### config.mk
export PLATFORM = sky130hd
export DESIGN_NAME = http_chunked_decoder
export DESIGN_NICKNAME = d
export VERILOG_FILES = /design/src/sv/hcd_pkg.sv /design/src/sv/hcd_queue.sv /design/src/sv/hcd_front.sv /design/src/sv/hcd_back.sv /design/src/sv/http_chunked_decoder.sv
export SDC_FILE = /design/constraint.sdc
export NUM_CORES = 1
export LEC_CHECK = 0
export BUFFER_PORTS_ARGS = -buffer_cell sky130_fd_sc_hd__buf_2
export CAP_MARGIN = 0
export CORE_MARGIN = 5
export CORE_UTILIZATION = 49
export CTS_CLUSTER_DIAMETER = 100
export DETAILED_ROUTE_END_ITERATION = 10
export PLACE_DENSITY = 0.64
export SLEW_MARGIN = 20
export SYNTH_ARGS = -nofsm -noshare
export SYNTH_HDL_FRONTEND = slang
export SYNTH_SLANG_ARGS = --single-unit
### constraint.sdc
create_clock -name clk -period 11.3 [get_ports clk]
set_input_delay 0.565 -clock clk [delete_from_list [all_inputs] [get_ports clk]]
set_output_delay 0.565 -clock clk [all_outputs]
set_load 0.02 [all_outputs]
### src/sv/hcd_pkg.sv
// Shared types and constants for the chunked transfer decoder.
// Used by the front classifier, the back sequencer, the top level and the testbench.
`default_nettype none

package hcd_pkg;

	localparam logic [31:0] RESET_LIMIT = 32'd2097152;

	localparam logic [7:0] CH_CR   = 8'd13;
	localparam logic [7:0] CH_LF   = 8'd10;
	localparam logic [7:0] CH_SEMI = 8'd59;

	localparam logic [1:0] KIND_PAYLOAD  = 2'd0;
	localparam logic [1:0] KIND_COMPLETE = 2'd1;
	localparam logic [1:0] KIND_ERROR    = 2'd2;

	localparam logic [1:0] ERR_BAD_SIZE   = 2'd0;
	localparam logic [1:0] ERR_BAD_ENDING = 2'd1;
	localparam logic [1:0] ERR_TOO_LARGE  = 2'd2;
	localparam logic [1:0] ERR_TRUNCATED  = 2'd3;

	typedef enum logic [3:0] {
		PH_SIZE,
		PH_EXT,
		PH_BAD,
		PH_DATA,
		PH_END1,
		PH_END2,
		PH_END2_BAD,
		PH_TRAILER,
		PH_DONE,
		PH_ERROR
	} phase_t;

	// A received byte after classification.
	typedef struct packed {
		logic       eos;
		logic       is_cr;
		logic       is_lf;
		logic       is_semi;
		logic       is_hex;
		logic [3:0] hex_val;
		logic [7:0] data;
	} cls_t;

	typedef struct packed {
		logic [1:0] kind;
		logic [7:0] payload_byte;
		logic [1:0] error_code;
	} res_t;

endpackage

`default_nettype wire

### src/sv/hcd_queue.sv
// Small first-in first-out queue of fixed-width words held in registers.
// Stands between the decoder stages; depends on nothing else.
`default_nettype none

module hcd_queue #(
	parameter int WIDTH = 8,
	parameter int DEPTH = 4
) (
	input  wire logic             clk,
	input  wire logic             arst_n,
	input  wire logic             push,
	input  wire logic [WIDTH-1:0] push_data,
	output logic                  full,
	input  wire logic             pop,
	output logic      [WIDTH-1:0] pop_data,
	output logic                  empty
);

	localparam int PW = (DEPTH > 1) ? $clog2(DEPTH) : 1;
	localparam int CW = $clog2(DEPTH + 1);

	logic [WIDTH-1:0] mem_q [DEPTH];
	logic [PW-1:0]    wr_ptr_q;
	logic [PW-1:0]    rd_ptr_q;
	logic [CW-1:0]    count_q;
	logic             do_push;
	logic             do_pop;

	assign full     = (count_q == CW'(DEPTH));
	assign empty    = (count_q == '0);
	assign do_push  = push && !full;
	assign do_pop   = pop && !empty;
	assign pop_data = mem_q[rd_ptr_q];

	always_ff @(posedge clk) begin
		if (do_push) begin
			mem_q[wr_ptr_q] <= push_data;
		end
	end

	always_ff @(posedge clk or negedge arst_n) begin
		if (!arst_n) begin
			wr_ptr_q <= '0;
			rd_ptr_q <= '0;
			count_q  <= '0;
		end else begin
			if (do_push) begin
				wr_ptr_q <= (wr_ptr_q == PW'(DEPTH - 1)) ? '0 : wr_ptr_q + 1'b1;
			end
			if (do_pop) begin
				rd_ptr_q <= (rd_ptr_q == PW'(DEPTH - 1)) ? '0 : rd_ptr_q + 1'b1;
			end
			if (do_push && !do_pop) begin
				count_q <= count_q + 1'b1;
			end else if (do_pop && !do_push) begin
				count_q <= count_q - 1'b1;
			end
		end
	end

endmodule

`default_nettype wire

### src/sv/hcd_front.sv
// Input stage: accepts body bytes, classifies them and registers the result.
// Depends on hcd_pkg for the classified item type and character constants.
`default_nettype none

module hcd_front
	import hcd_pkg::*;
(
	input  wire logic clk,
	input  wire logic arst_n,
	input  wire logic push,
	input  wire logic [7:0] stream_byte,
	input  wire logic end_of_stream,
	output logic      full,
	output logic      item_valid,
	output cls_t      item,
	input  wire logic item_full
);

	logic valid_s1;
	cls_t item_s1;
	cls_t cls;
	logic load;

	always_comb begin
		cls         = '0;
		cls.eos     = end_of_stream;
		cls.data    = stream_byte;
		cls.is_cr   = (stream_byte == CH_CR);
		cls.is_lf   = (stream_byte == CH_LF);
		cls.is_semi = (stream_byte == CH_SEMI);
		if (stream_byte inside {[8'h30:8'h39]}) begin
			cls.is_hex  = 1'b1;
			cls.hex_val = stream_byte[3:0];
		end else if (stream_byte inside {[8'h61:8'h66], [8'h41:8'h46]}) begin
			// Letters a-f and A-F share the low three bits: 1..6 maps to 10..15.
			cls.is_hex  = 1'b1;
			cls.hex_val = 4'(stream_byte[2:0] + 4'd9);
		end
	end

	assign full       = valid_s1 && item_full;
	assign load       = push && !full;
	assign item_valid = valid_s1;
	assign item       = item_s1;

	always_ff @(posedge clk) begin
		if (load) begin
			item_s1 <= cls;
		end
	end

	always_ff @(posedge clk or negedge arst_n) begin
		if (!arst_n) begin
			valid_s1 <= 1'b0;
		end else if (load) begin
			valid_s1 <= 1'b1;
		end else if (!item_full) begin
			valid_s1 <= 1'b0;
		end
	end

endmodule

`default_nettype wire

### src/sv/hcd_back.sv
// Chunk framing sequencer: consumes classified bytes and produces results.
// Depends on hcd_pkg; holds the size limit register and all framing state.
`default_nettype none

module hcd_back
	import hcd_pkg::*;
(
	input  wire logic        clk,
	input  wire logic        arst_n,
	input  wire logic        size_limit_we,
	input  wire logic [31:0] size_limit_wdata,
	input  wire logic        item_valid,
	input  wire cls_t        item,
	output logic             item_pop,
	input  wire logic        res_full,
	output logic             res_push,
	output res_t             res
);

	phase_t      phase_q,  phase_n;
	logic [31:0] acc_q,    acc_n;
	logic [31:0] rem_q,    rem_n;
	logic [32:0] off_q,    off_n;
	logic        saw_q,    saw_n;
	logic        pcr_q,    pcr_n;
	logic        tle_q,    tle_n;
	logic [31:0] limit_q;

	logic        take;
	logic [35:0] acc_x16;
	logic [34:0] bound;

	assign take     = item_valid && !res_full;
	assign item_pop = take;
	assign acc_x16  = {acc_q, 4'b0000} + {32'd0, item.hex_val};
	// Offset after this byte plus size plus the closing CR LF.
	assign bound    = {2'b00, off_q} + {3'b000, acc_q} + 35'd3;

	always_comb begin
		phase_n  = phase_q;
		acc_n    = acc_q;
		rem_n    = rem_q;
		off_n    = off_q;
		saw_n    = saw_q;
		pcr_n    = pcr_q;
		tle_n    = tle_q;
		res_push = 1'b0;
		res      = '0;

		if (phase_q == PH_DONE || phase_q == PH_ERROR) begin
			phase_n = phase_q;
		end else if (item.eos) begin
			phase_n        = PH_ERROR;
			res_push       = 1'b1;
			res.kind       = KIND_ERROR;
			res.error_code = ERR_TRUNCATED;
		end else if (off_q >= {1'b0, limit_q}) begin
			// This byte pushes the body offset past the limit.
			off_n          = off_q + 1'b1;
			phase_n        = PH_ERROR;
			res_push       = 1'b1;
			res.kind       = KIND_ERROR;
			res.error_code = ERR_TOO_LARGE;
		end else begin
			off_n = off_q + 1'b1;
			case (phase_q)
				PH_SIZE, PH_EXT: begin
					if (pcr_q && item.is_lf) begin
						// End of a size line.
						pcr_n = 1'b0;
						if (!saw_q) begin
							phase_n        = PH_ERROR;
							res_push       = 1'b1;
							res.kind       = KIND_ERROR;
							res.error_code = ERR_BAD_SIZE;
						end else if (acc_q == '0) begin
							phase_n = PH_TRAILER;
							tle_n   = 1'b1;
						end else if (bound > {3'b000, limit_q}) begin
							phase_n        = PH_ERROR;
							res_push       = 1'b1;
							res.kind       = KIND_ERROR;
							res.error_code = ERR_TOO_LARGE;
						end else begin
							rem_n   = acc_q;
							phase_n = PH_DATA;
						end
					end else if (phase_q == PH_EXT) begin
						pcr_n = item.is_cr;
					end else if (pcr_q) begin
						phase_n = PH_BAD;
						pcr_n   = item.is_cr;
					end else if (item.is_cr) begin
						pcr_n = 1'b1;
					end else if (item.is_semi) begin
						phase_n = PH_EXT;
					end else if (!item.is_hex || acc_x16 > {4'd0, limit_q}) begin
						phase_n = PH_BAD;
					end else begin
						acc_n = acc_x16[31:0];
						saw_n = 1'b1;
					end
				end
				PH_BAD: begin
					if (pcr_q && item.is_lf) begin
						pcr_n          = 1'b0;
						phase_n        = PH_ERROR;
						res_push       = 1'b1;
						res.kind       = KIND_ERROR;
						res.error_code = ERR_BAD_SIZE;
					end else begin
						pcr_n = item.is_cr;
					end
				end
				PH_DATA: begin
					rem_n            = rem_q - 1'b1;
					if (rem_q == 32'd1) begin
						phase_n = PH_END1;
					end
					res_push         = 1'b1;
					res.kind         = KIND_PAYLOAD;
					res.payload_byte = item.data;
				end
				PH_END1: begin
					phase_n = item.is_cr ? PH_END2 : PH_END2_BAD;
				end
				PH_END2: begin
					if (!item.is_lf) begin
						phase_n        = PH_ERROR;
						res_push       = 1'b1;
						res.kind       = KIND_ERROR;
						res.error_code = ERR_BAD_ENDING;
					end else begin
						phase_n = PH_SIZE;
						acc_n   = '0;
						saw_n   = 1'b0;
						pcr_n   = 1'b0;
					end
				end
				PH_END2_BAD: begin
					phase_n        = PH_ERROR;
					res_push       = 1'b1;
					res.kind       = KIND_ERROR;
					res.error_code = ERR_BAD_ENDING;
				end
				PH_TRAILER: begin
					if (pcr_q && item.is_lf) begin
						pcr_n = 1'b0;
						if (tle_q) begin
							phase_n  = PH_DONE;
							res_push = 1'b1;
							res.kind = KIND_COMPLETE;
						end else begin
							tle_n = 1'b1;
						end
					end else begin
						// A CR not followed by LF makes the line non-empty.
						pcr_n = item.is_cr;
						if (pcr_q || !item.is_cr) begin
							tle_n = 1'b0;
						end
					end
				end
				default: begin
					phase_n = phase_q;
				end
			endcase
		end

		if (!take) begin
			res_push = 1'b0;
		end
	end

	always_ff @(posedge clk or negedge arst_n) begin
		if (!arst_n) begin
			limit_q <= RESET_LIMIT;
		end else if (size_limit_we) begin
			limit_q <= size_limit_wdata;
		end
	end

	always_ff @(posedge clk or negedge arst_n) begin
		if (!arst_n) begin
			phase_q <= PH_SIZE;
			acc_q   <= '0;
			rem_q   <= '0;
			off_q   <= '0;
			saw_q   <= 1'b0;
			pcr_q   <= 1'b0;
			tle_q   <= 1'b1;
		end else if (take) begin
			phase_q <= phase_n;
			acc_q   <= acc_n;
			rem_q   <= rem_n;
			off_q   <= off_n;
			saw_q   <= saw_n;
			pcr_q   <= pcr_n;
			tle_q   <= tle_n;
		end
	end

endmodule

`default_nettype wire

### src/sv/http_chunked_decoder.sv
// HTTP chunked transfer decoder. Accepts one body byte per cycle unless back-pressured.
// A result reaches the output ports after its byte is registered by the input classifier
// and held in the internal queue; the sequencer decides in the cycle the item leaves that
// queue and writes the result queue at the end of it.
// The sequencer updates framing state once per cycle unless stalled; that sets the rate.
// arst_n clears both queues, returns the limit to 2097152 and starts at a size line.
`default_nettype none

module http_chunked_decoder
	import hcd_pkg::*;
#(
	parameter int MID_DEPTH = 4,
	parameter int OUT_DEPTH = 4
) (
	input  wire logic        clk,
	input  wire logic        arst_n,
	input  wire logic        size_limit_we,
	input  wire logic [31:0] size_limit_wdata,
	input  wire logic        push,
	output logic             full,
	input  wire logic [7:0]  stream_byte,
	input  wire logic        end_of_stream,
	output logic             empty,
	input  wire logic        pop,
	output logic [1:0]       kind,
	output logic [7:0]       payload_byte,
	output logic [1:0]       error_code
);

	logic front_valid;
	cls_t front_item;
	logic mid_full;
	logic mid_empty;
	cls_t mid_item;
	logic mid_pop;
	logic res_full;
	logic res_push;
	res_t res;
	res_t out_res;

	hcd_front u_front (
		.clk          (clk),
		.arst_n       (arst_n),
		.push         (push),
		.stream_byte  (stream_byte),
		.end_of_stream(end_of_stream),
		.full         (full),
		.item_valid   (front_valid),
		.item         (front_item),
		.item_full    (mid_full)
	);

	hcd_queue #(
		.WIDTH($bits(cls_t)),
		.DEPTH(MID_DEPTH)
	) u_mid_queue (
		.clk      (clk),
		.arst_n   (arst_n),
		.push     (front_valid),
		.push_data(front_item),
		.full     (mid_full),
		.pop      (mid_pop),
		.pop_data (mid_item),
		.empty    (mid_empty)
	);

	hcd_back u_back (
		.clk             (clk),
		.arst_n          (arst_n),
		.size_limit_we   (size_limit_we),
		.size_limit_wdata(size_limit_wdata),
		.item_valid      (!mid_empty),
		.item            (mid_item),
		.item_pop        (mid_pop),
		.res_full        (res_full),
		.res_push        (res_push),
		.res             (res)
	);

	hcd_queue #(
		.WIDTH($bits(res_t)),
		.DEPTH(OUT_DEPTH)
	) u_out_queue (
		.clk      (clk),
		.arst_n   (arst_n),
		.push     (res_push),
		.push_data(res),
		.full     (res_full),
		.pop      (pop),
		.pop_data (out_res),
		.empty    (empty)
	);

	assign kind         = out_res.kind;
	assign payload_byte = out_res.payload_byte;
	assign error_code   = out_res.error_code;

endmodule

`default_nettype wire

==> flow_summary_export.csv <==
group,metric,value,unit
run_status,status,"finished clean",
floorplan,dieArea,0.03933,mm²
synth,avgSynthCellArea,10.28,µm²
clock_tree,cts_resized,0,
worst_setup_path,cp_slowest_cell,"or4_4",
synth,synth_seq_cells,284,
floorplan,fp-row-count,69,
floorplan,start_util,0.4922,
timing,fmaxAchievable,137.0,MHz
layout,area_delta_synth_final,10.91,%
layout,drive_above_1_share,0.1153,
worst_setup_path,cp_top_family,"simple AND/OR/NAND/NOR gates",
power,leakage,8.197,nW
timing,maxSlewViolCount,0,
synth,synth_top_area_cell,"edfxtp_1",
synth,synth_top_family_by_area,"simple AND/OR/NAND/NOR gates",
placed_design,io_buffers,59,
drt,drt_iter0_markers,1091,
timing,finalWorstSetupSlack,4.003,ns
global_route,grt_pass1_vias,13007,
power,vdd_drop_max,0.0001576,V
synth,yosysSeqAreaShare,0.4474,
timing,fin_crit,7.297,ns
layout,fin_util,0.5459,
timing,slew_headroom,0.2622,
layout,diodes,0,
synth,synth-edff-count,133,
timing,finClkSkew,0.01752,ns
layout,n_fill_cell,3096,
synth,synth_ff_type,"dfrtp_1",
floorplan,io_pins,60,
clock_tree,cts_setup_buffers,0,
timing,setup_viol,0,
global_route,grt_start_max_net_pins,82,
synth,synth_compound_area_frac,0.1587,
synth,synth-xor-area-share,0.04579,
synth,synth-simple-area-share,0.1613,
clock_tree,clock_latency,0.55,ns
placed_design,preCtsSetupSlack,4.073,ns
worst_setup_path,critPathCaptureType,"flop",
worst_setup_path,max_stage_delay,0.60,ns
clock_tree,cts_sinks,284,
drt,dr.pass1.iters,5,
global_route,antenna_found_initial,0,
synth,yosysMostFrequentCell,"nand2_1",
drt,wire_per_inst,20.49,µm
synth,synthMuxAreaShare,0.04831,
flow_run,max_cap_viol_count,0,
worst_setup_path,cp.arrival,7.77,ns
worst_setup_path,path_max_fanout,7,
synth,synth_common_cells,"nand2_1, dfrtp_1, ha_1, edfxtp_1, o21ai_0",
timing,rsz0062_at_grt,"false",
synth,synth_cell_types,84,
floorplan,fp.dieH,198.3,µm
synth,yosysWarnings,0,
drt,met1_length,21900,µm
floorplan,dieWidth,198.3,µm
drt,wl,45530,µm
synth,synth_fa_ha_area_frac,0.1100,
clock_tree,clockBufferDepth,3,
timing,hold_viol_final,0,
layout,nNetsFinal,1933,
clock_tree,htree_levels,2,
hold_path,holdCritPathClass,"in2async",
timing,whs,0.07809,ns
power,power_density,223.8,mW/mm²
clock_tree,clkTransAtPathRegs,0.06,ns
drt,route.top_layer_used,"met4",
synth,postSynthCellCount,1691,
synth,synth.cell_area,0.01738,mm²
drt,drc_errors,0,
placed_design,post-dp-hpwl,33420,µm
synth,async_reset_ff_frac,0.5317,
drt,drt-vias-per-instance,5.998,
drt,ant_nets,0,
clock_tree,numCtsBuffers,34,
synth,synth_nets,1888,
worst_setup_path,required,11.77,ns
global_route,grt_overflow,0,
worst_setup_path,worstSetupPathType,"reg2reg",
synth,synthTopCellsByArea,"edfxtp_1, dfrtp_1, ha_1",
clock_tree,cts-root-buf,"clkbuf_16",
floorplan,core,0.03531,mm²
global_route,grt_usage,0.2343,
power,total_power,4.313,mW
global_route,grt_pass1_wl,72990,µm
drt,vias,13327,
drt,met3WireLength,2463,µm
clock_tree,cts_hold_buffers,0,
timing,fin_setup_tns,0,ns
worst_setup_path,start_kind,"flop",
worst_setup_path,path_buf_inv,1,
timing,fin_crit_sh,0.6457,
timing,worst_pin_slew,1.100,ns
synth,synth_top_cell_area_share,0.2298,
drt,met2_length,20070,µm
placed_design,place.gp.congestion,0.9095,
clock_tree,tritoncts,"built",
[path summary, 6_finish.rpt]
| check | from | slack (ns) | cells after the start | to |
|---|---|---|---|---|
| max | u_back.acc_q[0]$_DFFE_PN0P_ | 4.00 | 29 | u_out_queue.count_q[2]$_DFFE_PN0P_ |
| min reg2reg | u_out_queue.count_q[2]$_DFFE_PN0P_ | 0.49 | 1 | u_out_queue.count_q[2]$_DFFE_PN0P_ |
| max in group asynchronous | arst_n | 9.74 | 2 | u_front.item_valid$_DFFE_PN0P_ |
| max reg2reg | u_back.acc_q[0]$_DFFE_PN0P_ | 4.00 | 29 | u_out_queue.count_q[2]$_DFFE_PN0P_ |
| min | arst_n | 0.08 | 1 | u_back.limit_q[23]$_DFFE_PN0P_ |
| min in group clk | end_of_stream | 0.22 | 1 | u_front.item[16]$_DFFE_PP_ |
[state kept, by name, summed over array words and instances (netlist names), 3 cells and up]
signal / count
u_out_queue.mem_q: 48
u_front.item: 17
u_back.off_q: 33
u_back.limit_q: 32
u_mid_queue.mem_q: 68
u_out_queue.count_q: 3
u_mid_queue.count_q: 3
u_back.acc_q: 32
u_back.rem_q: 32
u_back.phase_q: 4
[cells in the final DEF (no fill, tap or decap), types with 16 or more instances in the layout]
cell type	count
nand2_1	220
dfrtp_1	149
ha_1	148
edfxtp_1	133
o21ai_0	126
nor2_1	80
a21oi_1	78
inv_1	64
xnor2_1	64
buf_2	58
nand3_1	54
a21o_1	51
nand4_1	41
nor3_1	34
clkbuf_16	34
a31oi_1	30
mux4_2	29
xor2_1	25
and3_1	24
or3_1	20
a21oi_2	20
nor4_1	17
and2_1	16
o22ai_1	16
[per-stage QoR]
step	area, µm²	cells
2_1_floorplan	17380	1691
6_report	19270	2222
3_5_place_dp	18110	2161
4_1_cts	19270	2222
3_3_place_gp	18110	2161
5_1_grt	19270	2222
[power by group]
| group | internal [mW] | switching (mW) | total [mW] |
|---|---|---|---|
| clock network | 0.677 | 0.451 | 1.13 |
| registers | 1.35 | 0.232 | 1.58 |
| logic | 0.648 | 0.954 | 1.60 |
[area by class of cell]
class | count | area [µm²] | share of cell area
multi-input cells | 1280 | 9123 | 0.4733
flip-flops and latches | 284 | 7775 | 0.4034
clock buffers | 40 | 873.3 | 0.04531
well taps | 461 | 576.8 | 0.02993
repair buffers | 72 | 399.1 | 0.02071
clock inverters | 21 | 287.8 | 0.01493
inverters | 64 | 240.2 | 0.01246
[per-layer routing]
metal  GRT usage  vias up
met5           0        -
met4     0.06733        0
met3     0.03743       68
met2      0.3524      347
met1      0.3523     6500
li1            -     6412
[kinds of logic after synthesis]
group	after synthesis
and+or+nand+nor	570
AOI/OAI and AO/OA	423
DFF	284
adders and majority gates	151
buffers and inverters	127
xor gates and xnor gates	90
muxes	46
Power figures use the tool's default switching activity.
